--- src/rtl/bvg_pkg.sv ---
package bvg_pkg;

  localparam int BVG_SAMPLE_COUNT = 12;

  localparam int SAMPLE_W   = 12;
  localparam int SUM_W      = 18;
  localparam int MV_W       = 13;
  localparam int SLOPE_W    = 12;
  localparam int OFFSET_W   = 19;
  localparam int CFG_DATA_W = 19;
  localparam int CFG_IDX_W  = 3;
  localparam int PROD_W     = 2 * SAMPLE_W;
  localparam int CONV_W     = PROD_W + 2;
  localparam int DIV_W      = 25;
  localparam int DIVR_W     = 14;

  localparam logic [SAMPLE_W-1:0] SAMPLE_ALL_ONES = '1;
  localparam logic [SLOPE_W-1:0]  DEFAULT_GAIN    = 12'd1200;
  localparam logic [DIVR_W-1:0]   CAL_SCALE       = 14'd10000;
  localparam logic [MV_W-1:0]     MV_LIMIT        = 13'd8191;

  localparam logic [MV_W-1:0] VOLT_MIN_RESET  = 13'd3600;
  localparam logic [MV_W-1:0] VOLT_MAX_RESET  = 13'd4200;
  localparam logic [MV_W-1:0] VOLT_STEP_RESET = 13'd120;

  localparam logic [CFG_IDX_W-1:0] REG_CAL_SLOPE  = 3'd0;
  localparam logic [CFG_IDX_W-1:0] REG_CAL_OFFSET = 3'd1;
  localparam logic [CFG_IDX_W-1:0] REG_VOLT_MIN   = 3'd2;
  localparam logic [CFG_IDX_W-1:0] REG_VOLT_MAX   = 3'd3;
  localparam logic [CFG_IDX_W-1:0] REG_VOLT_STEP  = 3'd4;

endpackage

--- src/rtl/bvg_div.sv ---
module bvg_div
  import bvg_pkg::*;
(
  input  logic              clk,
  input  logic              rst,
  input  logic              start,
  input  logic [DIV_W-1:0]  dividend,
  input  logic [DIVR_W-1:0] divisor,
  output logic              done,
  output logic [DIV_W-1:0]  quotient
);

  localparam int CNT_W = $clog2(DIV_W + 1);

  logic             busy;
  logic [CNT_W-1:0] cnt;
  logic [DIVR_W-1:0] rem;
  logic [DIVR_W-1:0] dvsr;
  logic [DIVR_W:0]   trial;
  logic              fits;

  // one quotient bit per cycle, restoring
  assign trial = {rem, quotient[DIV_W-1]};
  assign fits  = (trial >= {1'b0, dvsr});

  always_ff @(posedge clk) begin
    if (rst) begin
      busy <= 1'b0;
      done <= 1'b0;
      cnt  <= '0;
    end else begin
      done <= 1'b0;
      if (start) begin
        busy <= 1'b1;
        cnt  <= CNT_W'(DIV_W);
      end else if (busy) begin
        cnt <= cnt - 1'b1;
        if (cnt == CNT_W'(1)) begin
          busy <= 1'b0;
          done <= 1'b1;
        end
      end
    end
  end

  always_ff @(posedge clk) begin
    if (start) begin
      quotient <= dividend;
      rem      <= '0;
      dvsr     <= divisor;
    end else if (busy) begin
      quotient <= {quotient[DIV_W-2:0], fits};
      rem      <= fits ? DIVR_W'(trial - {1'b0, dvsr}) : trial[DIVR_W-1:0];
    end
  end

endmodule

--- src/rtl/battery_voltage_gauge.sv ---
// samples are taken one per cycle while a batch is collected
// after the last sample of a batch the result follows two serial divisions (no calibration or a
// negative calibrated value) or three (calibrated), a serial multiply and the state steps between
// them; input is stalled during that time and while the result waits on out_stall
// rst is synchronous: calibration clears, thresholds return to 3600/4200/120 mV,
// and the batch restarts empty
module battery_voltage_gauge
  import bvg_pkg::*;
#(
  parameter int SAMPLE_COUNT = BVG_SAMPLE_COUNT
) (
  input  logic                  clk,
  input  logic                  rst,
  input  logic                  in_valid,
  output logic                  in_stall,
  input  logic [SAMPLE_W-1:0]   adc_sample,
  output logic                  out_valid,
  input  logic                  out_stall,
  output logic [MV_W-1:0]       voltage_mv,
  output logic                  battery_low,
  output logic [MV_W-1:0]       charge_level,
  input  logic                  cfg_valid,
  output logic                  cfg_ready,
  input  logic [CFG_IDX_W-1:0]  cfg_index,
  input  logic [CFG_DATA_W-1:0] cfg_data
);

  localparam int IDX_W   = $clog2(SAMPLE_COUNT);
  localparam int MCNT_W  = $clog2(SAMPLE_W + 1);

  localparam logic [3:0] S_ACC  = 4'd0;
  localparam logic [3:0] S_TRIM = 4'd1;
  localparam logic [3:0] S_MEAN = 4'd2;
  localparam logic [3:0] S_MUL  = 4'd3;
  localparam logic [3:0] S_CONV = 4'd4;
  localparam logic [3:0] S_CDIV = 4'd5;
  localparam logic [3:0] S_LVL  = 4'd6;
  localparam logic [3:0] S_LDIV = 4'd7;
  localparam logic [3:0] S_FIN  = 4'd8;

  logic [3:0] state;

  logic [SLOPE_W-1:0]  cal_slope;
  logic [OFFSET_W-1:0] cal_offset;
  logic [MV_W-1:0]     volt_min;
  logic [MV_W-1:0]     volt_max;
  logic [MV_W-1:0]     volt_step;

  logic [IDX_W-1:0]    sample_index;
  logic [SUM_W-1:0]    sample_sum;
  logic [SAMPLE_W-1:0] smallest_sample;
  logic [SAMPLE_W-1:0] largest_sample;

  logic [SAMPLE_W-1:0] mcand;
  logic [PROD_W-1:0]   prod;
  logic [MCNT_W-1:0]   mul_cnt;
  logic [MV_W-1:0]     mv;
  logic                below_min;

  logic              div_start;
  logic [DIV_W-1:0]  div_dividend;
  logic [DIVR_W-1:0] div_divisor;
  logic              div_done;
  logic [DIV_W-1:0]  div_quo;

  logic                in_acc;
  logic                cal_default;
  logic [SUM_W-1:0]    trim_sub;
  logic [SUM_W-1:0]    trim;
  logic [SAMPLE_W:0]   mul_add;
  logic [CONV_W-1:0]   conv_sum;
  logic [MV_W-1:0]     step_eff;
  logic [MV_W-1:0]     lvl_dividend;
  logic [MV_W-1:0]     lvl_q;
  logic                out_free;

  assign in_acc      = in_valid && !in_stall;
  assign in_stall    = (state != S_ACC);
  assign cfg_ready   = 1'b1;
  assign out_free    = !out_valid || !out_stall;
  assign cal_default = (cal_slope == '0) && (cal_offset == '0);

  assign trim_sub = SUM_W'(smallest_sample) + SUM_W'(largest_sample);
  assign trim     = (sample_sum > trim_sub) ? (sample_sum - trim_sub) : '0;

  assign mul_add  = {1'b0, prod[PROD_W-1:SAMPLE_W]} + (prod[0] ? {1'b0, mcand} : '0);
  assign conv_sum = {2'b00, prod} + {{(CONV_W-OFFSET_W){cal_offset[OFFSET_W-1]}}, cal_offset};

  assign step_eff     = (volt_step == '0) ? MV_W'(1) : volt_step;
  assign lvl_dividend = (mv < volt_max) ? (mv - volt_min) :
                        ((volt_max > volt_min) ? (volt_max - volt_min) : '0);
  assign lvl_q        = div_quo[MV_W-1:0];

  always_comb begin
    div_start    = 1'b0;
    div_dividend = '0;
    div_divisor  = '0;
    unique case (state)
      S_TRIM: begin
        div_start    = 1'b1;
        div_dividend = DIV_W'(trim);
        div_divisor  = DIVR_W'(SAMPLE_COUNT - 2);
      end
      S_CONV: begin
        div_start    = !cal_default && !conv_sum[CONV_W-1];
        div_dividend = conv_sum[DIV_W-1:0];
        div_divisor  = CAL_SCALE;
      end
      S_LVL: begin
        div_start    = 1'b1;
        div_dividend = DIV_W'(lvl_dividend);
        div_divisor  = DIVR_W'(step_eff);
      end
      default: begin
      end
    endcase
  end

  bvg_div u_div (
    .clk      (clk),
    .rst      (rst),
    .start    (div_start),
    .dividend (div_dividend),
    .divisor  (div_divisor),
    .done     (div_done),
    .quotient (div_quo)
  );

  // configuration registers
  always_ff @(posedge clk) begin
    if (rst) begin
      cal_slope  <= '0;
      cal_offset <= '0;
      volt_min   <= VOLT_MIN_RESET;
      volt_max   <= VOLT_MAX_RESET;
      volt_step  <= VOLT_STEP_RESET;
    end else if (cfg_valid && cfg_ready) begin
      unique case (cfg_index)
        REG_CAL_SLOPE:  cal_slope  <= cfg_data[SLOPE_W-1:0];
        REG_CAL_OFFSET: cal_offset <= cfg_data[OFFSET_W-1:0];
        REG_VOLT_MIN:   volt_min   <= cfg_data[MV_W-1:0];
        REG_VOLT_MAX:   volt_max   <= cfg_data[MV_W-1:0];
        REG_VOLT_STEP:  volt_step  <= cfg_data[MV_W-1:0];
        default: begin
        end
      endcase
    end
  end

  always_ff @(posedge clk) begin
    if (rst) begin
      state           <= S_ACC;
      sample_index    <= '0;
      sample_sum      <= '0;
      smallest_sample <= SAMPLE_ALL_ONES;
      largest_sample  <= '0;
      out_valid       <= 1'b0;
      mul_cnt         <= '0;
    end else begin
      if (state == S_FIN && out_free) begin
        out_valid <= 1'b1;
      end else if (out_valid && !out_stall) begin
        out_valid <= 1'b0;
      end
      unique case (state)
        S_ACC: begin
          if (in_acc) begin
            if (adc_sample < smallest_sample) begin
              smallest_sample <= adc_sample;
            end
            if (adc_sample > largest_sample) begin
              largest_sample <= adc_sample;
            end
            sample_sum <= sample_sum + SUM_W'(adc_sample);
            if (sample_index == IDX_W'(SAMPLE_COUNT - 1)) begin
              state <= S_TRIM;
            end else begin
              sample_index <= sample_index + 1'b1;
            end
          end
        end
        S_TRIM: begin
          sample_index    <= '0;
          sample_sum      <= '0;
          smallest_sample <= SAMPLE_ALL_ONES;
          largest_sample  <= '0;
          state           <= S_MEAN;
        end
        S_MEAN: begin
          if (div_done) begin
            mul_cnt <= MCNT_W'(SAMPLE_W);
            state   <= S_MUL;
          end
        end
        S_MUL: begin
          mul_cnt <= mul_cnt - 1'b1;
          if (mul_cnt == MCNT_W'(1)) begin
            state <= S_CONV;
          end
        end
        S_CONV: begin
          state <= (cal_default || conv_sum[CONV_W-1]) ? S_LVL : S_CDIV;
        end
        S_CDIV: begin
          if (div_done) begin
            state <= S_LVL;
          end
        end
        S_LVL: begin
          state <= S_LDIV;
        end
        S_LDIV: begin
          if (div_done) begin
            state <= S_FIN;
          end
        end
        S_FIN: begin
          if (out_free) begin
            state <= S_ACC;
          end
        end
        default: begin
          state <= S_ACC;
        end
      endcase
    end
  end

  // datapath
  always_ff @(posedge clk) begin
    case (state)
      S_MEAN: begin
        if (div_done) begin
          mcand <= (|div_quo[DIV_W-1:SAMPLE_W]) ? SAMPLE_ALL_ONES : div_quo[SAMPLE_W-1:0];
          prod  <= {{SAMPLE_W{1'b0}}, (cal_default ? DEFAULT_GAIN : cal_slope)};
        end
      end
      S_MUL: begin
        prod <= {mul_add, prod[SAMPLE_W-1:1]};
      end
      S_CONV: begin
        if (cal_default) begin
          mv <= {prod[PROD_W-2:SAMPLE_W], 2'b00};
        end else if (conv_sum[CONV_W-1]) begin
          mv <= '0;
        end
      end
      S_CDIV: begin
        if (div_done) begin
          mv <= (|div_quo[DIV_W-1:MV_W-2]) ? MV_LIMIT : {div_quo[MV_W-3:0], 2'b00};
        end
      end
      S_LVL: begin
        below_min <= (mv < volt_min);
      end
      S_FIN: begin
        if (out_free) begin
          voltage_mv   <= mv;
          battery_low  <= (mv <= volt_min);
          charge_level <= (below_min || lvl_q == '0) ? '0 : (lvl_q - 1'b1);
        end
      end
      default: begin
      end
    endcase
  end

endmodule

--- config.mk ---
export PLATFORM = sky130hd
export DESIGN_NAME = battery_voltage_gauge
export DESIGN_NICKNAME = d
export VERILOG_FILES = /design/src/rtl/bvg_pkg.sv /design/src/rtl/bvg_div.sv /design/src/rtl/battery_voltage_gauge.sv
export SDC_FILE = /design/constraint.sdc
export NUM_CORES = 1
export LEC_CHECK = 0
export BUFFER_PORTS_ARGS = -buffer_cell sky130_fd_sc_hd__buf_2
export CELL_PAD_IN_SITES_DETAIL_PLACEMENT = 0
export CELL_PAD_IN_SITES_GLOBAL_PLACEMENT = 1
export CORE_ASPECT_RATIO = 0.75
export CORE_UTILIZATION = 40
export DETAILED_ROUTE_END_ITERATION = 10
export PLACE_DENSITY_LB_ADDON = 0.1
export SYNTH_ARGS = -nofsm -noshare
export SYNTH_HDL_FRONTEND = slang
export SYNTH_SLANG_ARGS = --single-unit
--- constraint.sdc ---
create_clock -name clk -period 4 [get_ports clk]
set_input_delay 0.2 -clock clk [delete_from_list [all_inputs] [get_ports clk]]
set_output_delay 0.2 -clock clk [all_outputs]
set_load 0.02 [all_outputs]
==> results.sh, run 1 <==
export IMPL_outcome="finished, violations left"
export IMPL_violations="negative setup slack"
export IMPL_synthAdderAreaFrac_pct=12.6
export IMPL_leakagePower_nw=8.25
export IMPL_mappedNetlistNets=2098
export IMPL_yosysUniqueCellTypes=80
export IMPL_power_density_mw_per_mm2=373
export IMPL_dp_hpwl_um=38400
export IMPL_ys_ff_latch=260
export IMPL_ys_seq_area_share_pct=38.2
export IMPL_route_detailed_drc=0
export IMPL_grt_pass1_wl_um=78600
export IMPL_clock_skew_ns=0.0210
export IMPL_initial_utilization_pct=40.6
export IMPL_seq_power_share_pct=39.7
export IMPL_rsz0062_at_grt="yes"
export IMPL_slew_viol_final=0
export IMPL_yosysMostFrequentCell="nand2_1"
export IMPL_rr_endpoint="u_div.quotient[0]"
export IMPL_drtIter0Drc=1140
export IMPL_tns_ns=-2.82
export IMPL_post_route_period_util_pct=106
export IMPL_finalPower_mw=7.31
export IMPL_htree_levels=1
export IMPL_vias=14355
export IMPL_finalHoldViolations=0
export IMPL_worstMarginPinSlew_ns=1.00
export IMPL_synthTopCellsByArea="edfxtp_1 (21%), dfxtp_1 (18%), ha_1 (12%)"
export IMPL_cap_violations=0
export IMPL_critPathArrivalTime_ns=4.58
export IMPL_worstHoldStart="rst"
export IMPL_synthCells=1896
export IMPL_core_area_mm2=0.0409
export IMPL_ios=69
export IMPL_vias_per_cell=5.47
export IMPL_placed_area_mm2=0.0180
export IMPL_clkPwrFrac_pct=39.8
export IMPL_required_ns=4.34
export IMPL_post_drt_wl_per_cell_um=19.4
export IMPL_synth_main_ff_cell="dfxtp_1"
export IMPL_dr_pass1_iters=5
export IMPL_synth_common_cells="nand2_1 (253), a21oi_1 (183), nor2_1 (170), ha_1 (155), dfxtp_1 (146)"
export IMPL_r2r_slack_ns=-0.25
export IMPL_hold_class="input pin to register"
export IMPL_synth_avg_cell_area_um2=8.77
export IMPL_die_area_mm2=0.0424
export IMPL_worst_hold_slack_ns=0.0240
export IMPL_path_class="register to register"
export IMPL_fmax_ghz=0.236
export IMPL_synth_xor_area_share_pct=5.58
export IMPL_synthArstFlopShare_pct=0
export IMPL_grt_usage_pct=24.0
export IMPL_crit_fanout=3
export IMPL_synth_area_mux_share_pct=2.61
export IMPL_row_count=64
export IMPL_numPortBuffers=67
export IMPL_layout_drive_gt1_share_pct=13.6
export IMPL_insertion_delay_ns=0.60
export IMPL_root_buffer="clkbuf_16"
export IMPL_grt_max_degree=72
export IMPL_setup_violations=18
export IMPL_power_switching_mw=2.07
export IMPL_cts_tree="built"
export IMPL_postLayoutCellArea_mm2=0.0196
export IMPL_clk_pin_slew_ns=0.06
export IMPL_comb_power_share_pct=20.5
export IMPL_synth_top_family_by_area="compound AO/OA/AOI/OAI gates"
export IMPL_die_h_um=179
export IMPL_internal_power_mw=5.25
export IMPL_holdPathStages=2
export IMPL_start_kind="register"
export IMPL_gp_congestion=0.943
export IMPL_ys_warnings_count=0
export IMPL_ant_nets=0
export IMPL_min_to="sample_index[0]"
export IMPL_slew_headroom_pct=32.8
export IMPL_min_period_ns=4.25
export IMPL_synth_edf_count=114
export IMPL_cts_buffer_depth=3
export IMPL_end_kind="register"
export IMPL_yosysTopAreaCellShare_pct=20.6
export IMPL_drt_total_wl_um=50800
export IMPL_numCtsBuffers=30
export IMPL_final_nets=2241
export IMPL_cts_sinks=260
export IMPL_antennaDiodeCount=0
export IMPL_area_growth_synth_to_final_pct=18.0
export IMPL_synth_area_mm2=0.0166
export IMPL_yosysTopAreaCell="edfxtp_1"
export IMPL_ir_drop_mv=0.425
export IMPL_r2r_start="largest_sample[0]"
export IMPL_gr_total_overflow=0
export IMPL_synth_compound_area_share_pct=18.5
export IMPL_reg2reg_depth=20
export IMPL_synth_simple_area_share_pct=18.0
export IMPL_setup_slack_ns=-0.246
export IMPL_sw_frac_of_total_pct=28.3
export IMPL_grt_pass1_vias=13334
export IMPL_antenna_found_initial=0
export IMPL_fp_dieW_um=237
==> flip-flops by register name, indices dropped and copies added, names as in the netlist, 13 cells and up <==
signal          cells
cal_offset         19
charge_level       13
prod               24
sample_sum         18
u_div.dvsr         14
u_div.quotient     25
u_div.rem          14
volt_max           13
volt_min           13
volt_step          13
==> power groups by stage <==
stage / logic, mW / clock network [mW] / registers (mW)
finish: 1.50 / 2.91 / 2.90
global route: 1.66 / 3.06 / 2.91
CTS: 1.47 / 2.96 / 2.90
detailed placement: 1.35 / 0 / 2.96
global placement: 1.33 / 0 / 2.96
floorplan: 0.903 / 0 / 2.93
==> cell type report <==
cell class | instances | area, um2
fillers | 3942 | 21300
multi-input cells | 1443 | 9740
flip-flops and latches | 260 | 6350
repair buffers | 190 | 1380
clock buffers | 40 | 865
well taps | 561 | 702
inverters | 114 | 428
clock inverters | 16 | 164
==> cell usage in the layout, fill, tap and decap left out, types with 34 or more instances in the layout <==
master    instances
xnor2_1          64
a21oi_1         172
dfxtp_1         142
nand2_1         252
nor2_1          169
a21o_1           49
inv_1           112
ha_1            152
xor2_1           42
buf_4            85
o21ai_0          62
buf_2            66
edfxtp_1        114
nor3_1           38
mux2i_1          34
==> metal layers <==
| metal | global-route usage, % | part of all wire, % | vias to the layer above |
|---|---|---|---|
| li1 | - | - | 7043 |
| met1 | 36.6 | 51 | 6886 |
| met2 | 34.9 | 40 | 383 |
| met3 | 5.09 | 7.3 | 43 |
| met4 | 3.60 | 1.3 | 0 |
| met5 | 0 | 0 | - |
==> logic make-up after synthesis <==
logic type	Yosys count
DFF	260
xor gates and xnor gates	106
other	1
adders and majority gates	163
buffers and inverters	193
and+or+nand+nor	652
muxes	42
AOI/OAI and AO/OA	479
==> worst max-delay path by stage <==
| stage | startpoint | end |
|---|---|---|
| 2_1_floorplan | smallest_sample[1] | u_div.quotient[0] |
| 3_3_place_gp | smallest_sample[1] | u_div.quotient[10] |
| 3_5_place_dp | smallest_sample[1] | u_div.quotient[13] |
| 6_report | largest_sample[0] | u_div.quotient[0] |
| 5_1_grt | smallest_sample[1] | u_div.quotient[2] |
| 4_1_cts | smallest_sample[1] | u_div.quotient[0] |
==> critical path, stage by stage, from the launching register on <==
cell,delay [ns]
dfxtp_2,0.34
ha_4,0.17
fa_2,0.36
a21o_1,0.20
a21oi_2,0.14
o21bai_1,0.10
a21oi_2,0.17
o21bai_1,0.12
a21oi_2,0.16
o21bai_1,0.11
a21oi_1,0.16
xor2_1,0.09
ha_1,0.22
a21oi_2,0.17
or3b_1,0.37
a311oi_2,0.23
o31a_1,0.19
nand2b_4,0.15
nor2_2,0.04
a221o_1,0.26
mux2_4,0.25
==> stage by stage <==
stage	utilization, %	setup slack, ns	cells
floorplan	-	-0.157	1896
global placement	44.0	-0.327	2524
detailed placement	44.0	-0.390	2524
CTS	47.8	-0.270	2621
global route	48.0	-0.479	2624
finish	48.0	-0.246	2624
==> what timing repair did <==
action | 4_1_cts | 5_1_grt
pin swaps | 23 | 4
resized for setup | 25 | 11
endpoints found under the hold margin | 91 | 0
endpoints found under the setup margin | 18 | 18
buffers inserted | 10 | 3
hold buffers | 32 | 0
Power figures use the tool's default switching activity.
==> inputs of run 2 (changes only) <==
==> constraint.sdc (replaced) <==
create_clock -name clk -period 4 [get_ports clk]
set_input_delay 0 -clock clk [delete_from_list [all_inputs] [get_ports clk]]
set_output_delay 0 -clock clk [all_outputs]
set_load 0.02 [all_outputs]
==> results.sh, run 2 (synthesized netlist as in run 1, its figures left out) <==
export IMPL_hold_class="input pin to register"
export IMPL_slew_headroom_pct=29.9
export IMPL_vias_per_cell=5.45
export IMPL_area_growth_synth_to_final_pct=18.6
export IMPL_cts_sinks=260
export IMPL_worst_hold_slack_ns=0.0351
export IMPL_tns_ns=-2.82
export IMPL_dp_hpwl_um=38400
export IMPL_sw_frac_of_total_pct=28.2
export IMPL_end_kind="register"
export IMPL_post_drt_wl_per_cell_um=19.3
export IMPL_cts_buffer_depth=3
export IMPL_outcome="finished, violations left"
export IMPL_power_switching_mw=2.06
export IMPL_place_ws_ns=-0.390
export IMPL_root_buffer="clkbuf_16"
export IMPL_start_kind="register"
export IMPL_comb_power_share_pct=20.5
export IMPL_numCtsBuffers=30
export IMPL_violations="negative setup slack"
export IMPL_antenna_found_initial=0
export IMPL_clk_pin_slew_ns=0.06
export IMPL_grt_usage_pct=24.1
export IMPL_largest_register_ffs=25
export IMPL_required_ns=4.33
export IMPL_crit_fanout=3
export IMPL_path_class="register to register"
export IMPL_finalHoldViolations=0
export IMPL_drt_total_wl_um=50800
export IMPL_antennaDiodeCount=0
export IMPL_final_util_pct=48.2
export IMPL_initial_utilization_pct=40.6
export IMPL_postLayoutCellArea_mm2=0.0197
export IMPL_internal_power_mw=5.25
export IMPL_grt_pass1_vias=13364
export IMPL_leakagePower_nw=8.30
export IMPL_slew_viol_final=0
export IMPL_clock_skew_ns=0.0170
export IMPL_dr_pass1_iters=5
export IMPL_route_detailed_drc=0
export IMPL_critPathArrivalTime_ns=4.58
export IMPL_gr_total_overflow=0
export IMPL_layout_drive_gt1_share_pct=13.5
export IMPL_placed_area_mm2=0.0180
export IMPL_max_flop_register="u_div.quotient"
export IMPL_grt_pass1_wl_um=78700
export IMPL_layout_commonest_cell="nand2_1"
export IMPL_fp_dieW_um=237
export IMPL_fmax_ghz=0.235
export IMPL_setup_slack_ns=-0.249
export IMPL_gp_congestion=0.943
export IMPL_htree_levels=1
export IMPL_die_area_mm2=0.0424
export IMPL_row_count=64
export IMPL_ios=69
export IMPL_ant_nets=0
export IMPL_numPortBuffers=67
export IMPL_post_route_period_util_pct=106
export IMPL_insertion_delay_ns=0.59
export IMPL_mostFrequentLayoutCells="nand2_1 (252), a21oi_1 (172), nor2_1 (169), ha_1 (152), dfxtp_1 (142)"
export IMPL_min_period_ns=4.25
export IMPL_core_area_mm2=0.0409
export IMPL_ir_drop_mv=0.422
export IMPL_setup_violations=18
export IMPL_final_nets=2250
export IMPL_power_density_mw_per_mm2=371
export IMPL_worstMarginPinSlew_ns=1.05
export IMPL_reg_top3="u_div.quotient: 25 flops, prod: 24 flops, cal_offset: 19 flops"
export IMPL_vias=14344
export IMPL_clkPwrFrac_pct=39.7
export IMPL_die_h_um=179
export IMPL_cap_violations=0
export IMPL_grt_max_degree=72
export IMPL_rsz0062_at_grt="yes"
export IMPL_cts_tree="built"
export IMPL_seq_power_share_pct=39.7
export IMPL_drtIter0Drc=1058
==> run 2: cell count changes in the layout (fill, tap and decap cells not counted), sizes merged <==
cell and change:
dlygate4sd3 +9
==> run 2: final cells by class <==
class	instances	area (um2)
fillers	3942	21200
clock buffers	40	865
well taps	561	702
flip-flops and latches	260	6350
multi-input cells	1443	9740
inverters	114	428
clock inverters	16	164
repair buffers	199	1470
==> run 2: metrics by stage <==
step,power [mW],cells
6_report,7.31,2633
5_1_grt,7.64,2633
4_1_cts,7.34,2630
3_5_place_dp,4.30,2524
3_3_place_gp,4.29,2524
2_1_floorplan,3.83,1896
==> run 2: timing repair <==
action / 4_1_cts / 5_1_grt
pin swaps: 23 / 4
setup endpoints to repair: 18 / 18
hold buffers: 41 / 0
buffers inserted: 10 / 3
endpoints found under the hold margin: 124 / 0
cloned: 0 / 0
gates resized for setup: 25 / 11
==> run 2: final timing paths <==
kind / cells past startpoint / to / slack, ns / start
worst min-delay path: 4 / volt_step[12] / 0.04 / cfg_index[2]
worst max register to register: 20 / u_div.quotient[0] / -0.25 / largest_sample[0]
worst min register to register: 2 / volt_min[3] / 0.46 / volt_min[3]
worst max-delay path: 20 / u_div.quotient[0] / -0.25 / largest_sample[0]
==> run 2: routing by layer <==
metal	share of wire, %	GRT usage [%]	vias up
met1	51	36.7	6857
li1	-	-	7065
met2	40	35.0	377
met3	7.1	5.00	45
met5	0	0	-
met4	1.4	3.60	0
==> run 2: critical path, stage by stage (launching register included) <==
cell	delay [ns]
dfxtp_2	0.34
ha_4	0.17
fa_2	0.36
a21o_1	0.20
a21oi_2	0.14
o21bai_1	0.11
a21oi_2	0.17
o21bai_1	0.12
a21oi_2	0.16
o21bai_1	0.11
a21oi_1	0.16
xor2_1	0.09
ha_1	0.22
a21oi_2	0.17
or3b_1	0.37
a311oi_2	0.22
o31a_1	0.19
nand2b_4	0.15
nor2_2	0.04
a221o_1	0.26
mux2_4	0.25
==> run 2: power by group through the flow <==
stage | Sequential (mW) | Combinational (mW) | Clock, mW
finish | 2.90 | 1.50 | 2.91
floorplan | 2.93 | 0.903 | 0
global route | 2.91 | 1.66 | 3.06
detailed placement | 2.96 | 1.35 | 0
CTS | 2.90 | 1.47 | 2.96
global placement | 2.96 | 1.33 | 0
==> inputs of run 3 (changes only) <==
SYNTH_HIERARCHICAL = 1   (was default)
==> results.sh, run 3 <==
export IMPL_outcome="finished, violations left"
export IMPL_violations="negative setup slack"
export IMPL_fp_dieW_um=238
export IMPL_finalHoldViolations=0
export IMPL_gr_total_overflow=0
export IMPL_mostFrequentLayoutCells="nand2_1 (270), a21oi_1 (173), ha_1 (155), nor2_1 (147), dfxtp_1 (143)"
export IMPL_worstHoldStart="cfg_index[0]"
export IMPL_seq_area_mm2=0.00635
export IMPL_setup_violations=18
export IMPL_synthArstFlopShare_pct=0
export IMPL_hold_class="input pin to register"
export IMPL_synthTopCellsByArea="edfxtp_1 (20%), dfxtp_1 (17%), ha_1 (12%)"
export IMPL_r2r_slack_ns=-0.27
export IMPL_ys_warnings_count=6
export IMPL_final_nets=2236
export IMPL_post_drt_wl_per_cell_um=19.5
export IMPL_clock_skew_ns=0.0167
export IMPL_route_detailed_drc=0
export IMPL_slew_viol_final=0
export IMPL_cts_sinks=260
export IMPL_clk_pin_slew_ns=0.07
export IMPL_synthCells=1888
export IMPL_row_count=64
export IMPL_layout_commonest_cell="nand2_1"
export IMPL_vias_per_cell=5.48
export IMPL_holdPathStages=6
export IMPL_synth_area_mm2=0.0167
export IMPL_reg_top3="u_div/quotient: 25 flops, prod: 24 flops, cal_offset: 19 flops"
export IMPL_min_to="cal_offset[7]"
export IMPL_grt_pass1_wl_um=78800
export IMPL_fillers=3987
export IMPL_ant_nets=0
export IMPL_numCtsBuffers=29
export IMPL_r2r_start="largest_sample[0]"
export IMPL_cap_violations=0
export IMPL_drtIter0Drc=1119
export IMPL_dr_pass1_iters=5
export IMPL_rsz0062_at_grt="yes"
export IMPL_initial_utilization_pct=40.8
export IMPL_post_route_period_util_pct=107
export IMPL_cp_startpoint="largest_sample[0]"
export IMPL_worstMarginPinSlew_ns=1.03
export IMPL_placed_area_mm2=0.0181
export IMPL_yosysTopAreaCellShare_pct=20.5
export IMPL_place_ws_ns=-0.439
export IMPL_synth_main_ff_cell="dfxtp_1"
export IMPL_dp_hpwl_um=38500
export IMPL_cts_buffer_depth=3
export IMPL_path_class="register to register"
export IMPL_max_flop_register="u_div/quotient"
export IMPL_rr_endpoint="u_div/quotient[4]"
export IMPL_end_kind="register"
export IMPL_post_cts_buffers=0
export IMPL_grt_pass1_vias=13379
export IMPL_area_growth_synth_to_final_pct=17.1
export IMPL_ys_seq_area_share_pct=38.0
export IMPL_start_kind="register"
export IMPL_slew_headroom_pct=30.9
export IMPL_vias=14343
export IMPL_fmax_ghz=0.234
export IMPL_min_period_ns=4.27
export IMPL_multi_input_area_mm2=0.00988
export IMPL_ios=69
export IMPL_synth_avg_cell_area_um2=8.86
export IMPL_reg2reg_depth=18
export IMPL_core_area_mm2=0.0410
export IMPL_cts_tree="built"
export IMPL_root_buffer="clkbuf_16"
export IMPL_yosysMostFrequentCell="nand2_1"
export IMPL_largest_register_ffs=25
export IMPL_drt_total_wl_um=51000
export IMPL_die_h_um=179
export IMPL_mappedNetlistNets=2091
export IMPL_setup_slack_ns=-0.269
export IMPL_ir_drop_mv=0.346
export IMPL_yosysUniqueCellTypes=87
export IMPL_synth_edf_count=114
export IMPL_numPortBuffers=67
export IMPL_grt_max_degree=66
export IMPL_postLayoutCellArea_mm2=0.0196
export IMPL_grt_usage_pct=24.0
export IMPL_layout_drive_gt1_share_pct=12.9
export IMPL_required_ns=4.33
export IMPL_die_area_mm2=0.0426
export IMPL_finalPower_mw=11.4
export IMPL_antenna_found_initial=0
export IMPL_final_util_pct=47.7
export IMPL_leakagePower_nw=8.15
export IMPL_htree_levels=1
export IMPL_critPathArrivalTime_ns=4.60
export IMPL_crit_fanout=4
export IMPL_yosysTopAreaCell="edfxtp_1"
export IMPL_insertion_delay_ns=0.59
export IMPL_power_density_mw_per_mm2=582
export IMPL_synth_common_cells="nand2_1 (270), a21oi_1 (179), ha_1 (156), nor2_1 (147), dfxtp_1 (146)"
export IMPL_ys_ff_latch=260
export IMPL_gp_congestion=0.883
export IMPL_tns_ns=-4.31
==> run 3: report_power, final <==
part	total, mW	switching (mW)	internal [mW]
Sequential	3.64	0.418	3.22
Clock	2.72	1.17	1.55
Combinational	5.04	2.74	2.30
Total	11.4	4.32	7.07
==> run 3: final cells by class <==
type / count / area share (%)
Tap cell: 561 / 3.59
Inverter: 108 / 2.07
Antenna cell: 1 / 0.0128
Multi-Input combinational cell: 1458 / 50.5
Sequential cell: 260 / 32.4
Timing Repair Buffer: 176 / 6.51
Clock buffer: 45 / 4.60
Clock inverter: 9 / 0.307
==> run 3: worst max-delay path by stage <==
stage | end | slack (ns) | cells past startpoint
finish | u_div/quotient[4] | -0.27 | 18
floorplan | u_div/quotient[14] | -0.23 | 19
CTS | u_div/quotient[11] | -0.33 | 18
global placement | u_div/quotient[7] | -0.38 | 18
global route | u_div/quotient[8] | -0.44 | 18
detailed placement | u_div/quotient[6] | -0.44 | 18
==> run 3: cells by family (layout without fill, tap and decap cells) <==
logic type      after synthesis  after routing  synth area share (%)
simple gates                679            681                  19.1
compound gates              448            448                  17.0
flops                       260            260                  38.0
buf+inv                     172            338                  4.10
fa+ha+maj                   164            164                  12.6
xor+xnor                    104            104                  5.45
mux                          60             60                  3.78
other cells                   1              2                0.0224
==> run 3: critical path, stage by stage (launching register included) <==
cell and delay [ns]:
dfxtp_2 0.33, ha_4 0.16, fa_2 0.34, a21o_1 0.17
a21oi_2 0.14, o21bai_1 0.09, a21oi_2 0.18, o21ai_2 0.08
a21o_1 0.17, a21oi_2 0.16, xor2_1 0.09, ha_1 0.29
nand3_1 0.07, or3_4 0.37, or4_4 0.43, a211o_4 0.42
nand2_4 0.14, o211ai_1 0.11, mux2_4 0.28
==> run 3: layer usage <==
layer	global-route usage (%)	wire, um
met1	36.9	26700
met2	34.2	19900
met3	4.45	3210
met4	5.50	1140
met5	0	0
==> run 3: through the flow <==
step / hold WS, ns / std cells
finish: 0.0665 / 2618
global route: 0.0810 / 2617
CTS: 0.0418 / 2617
detailed placement: 0.253 / 2519
global placement: 0.247 / 2519
floorplan: 0.0724 / 1888
==> run 3: repair_timing <==
action,4_1_cts,5_1_grt
hold buffers,42,0
pin swaps,11,9
gates cloned,2,0
resized for setup,16,6
hold endpoints to repair,118,0
setup endpoints to repair,18,24
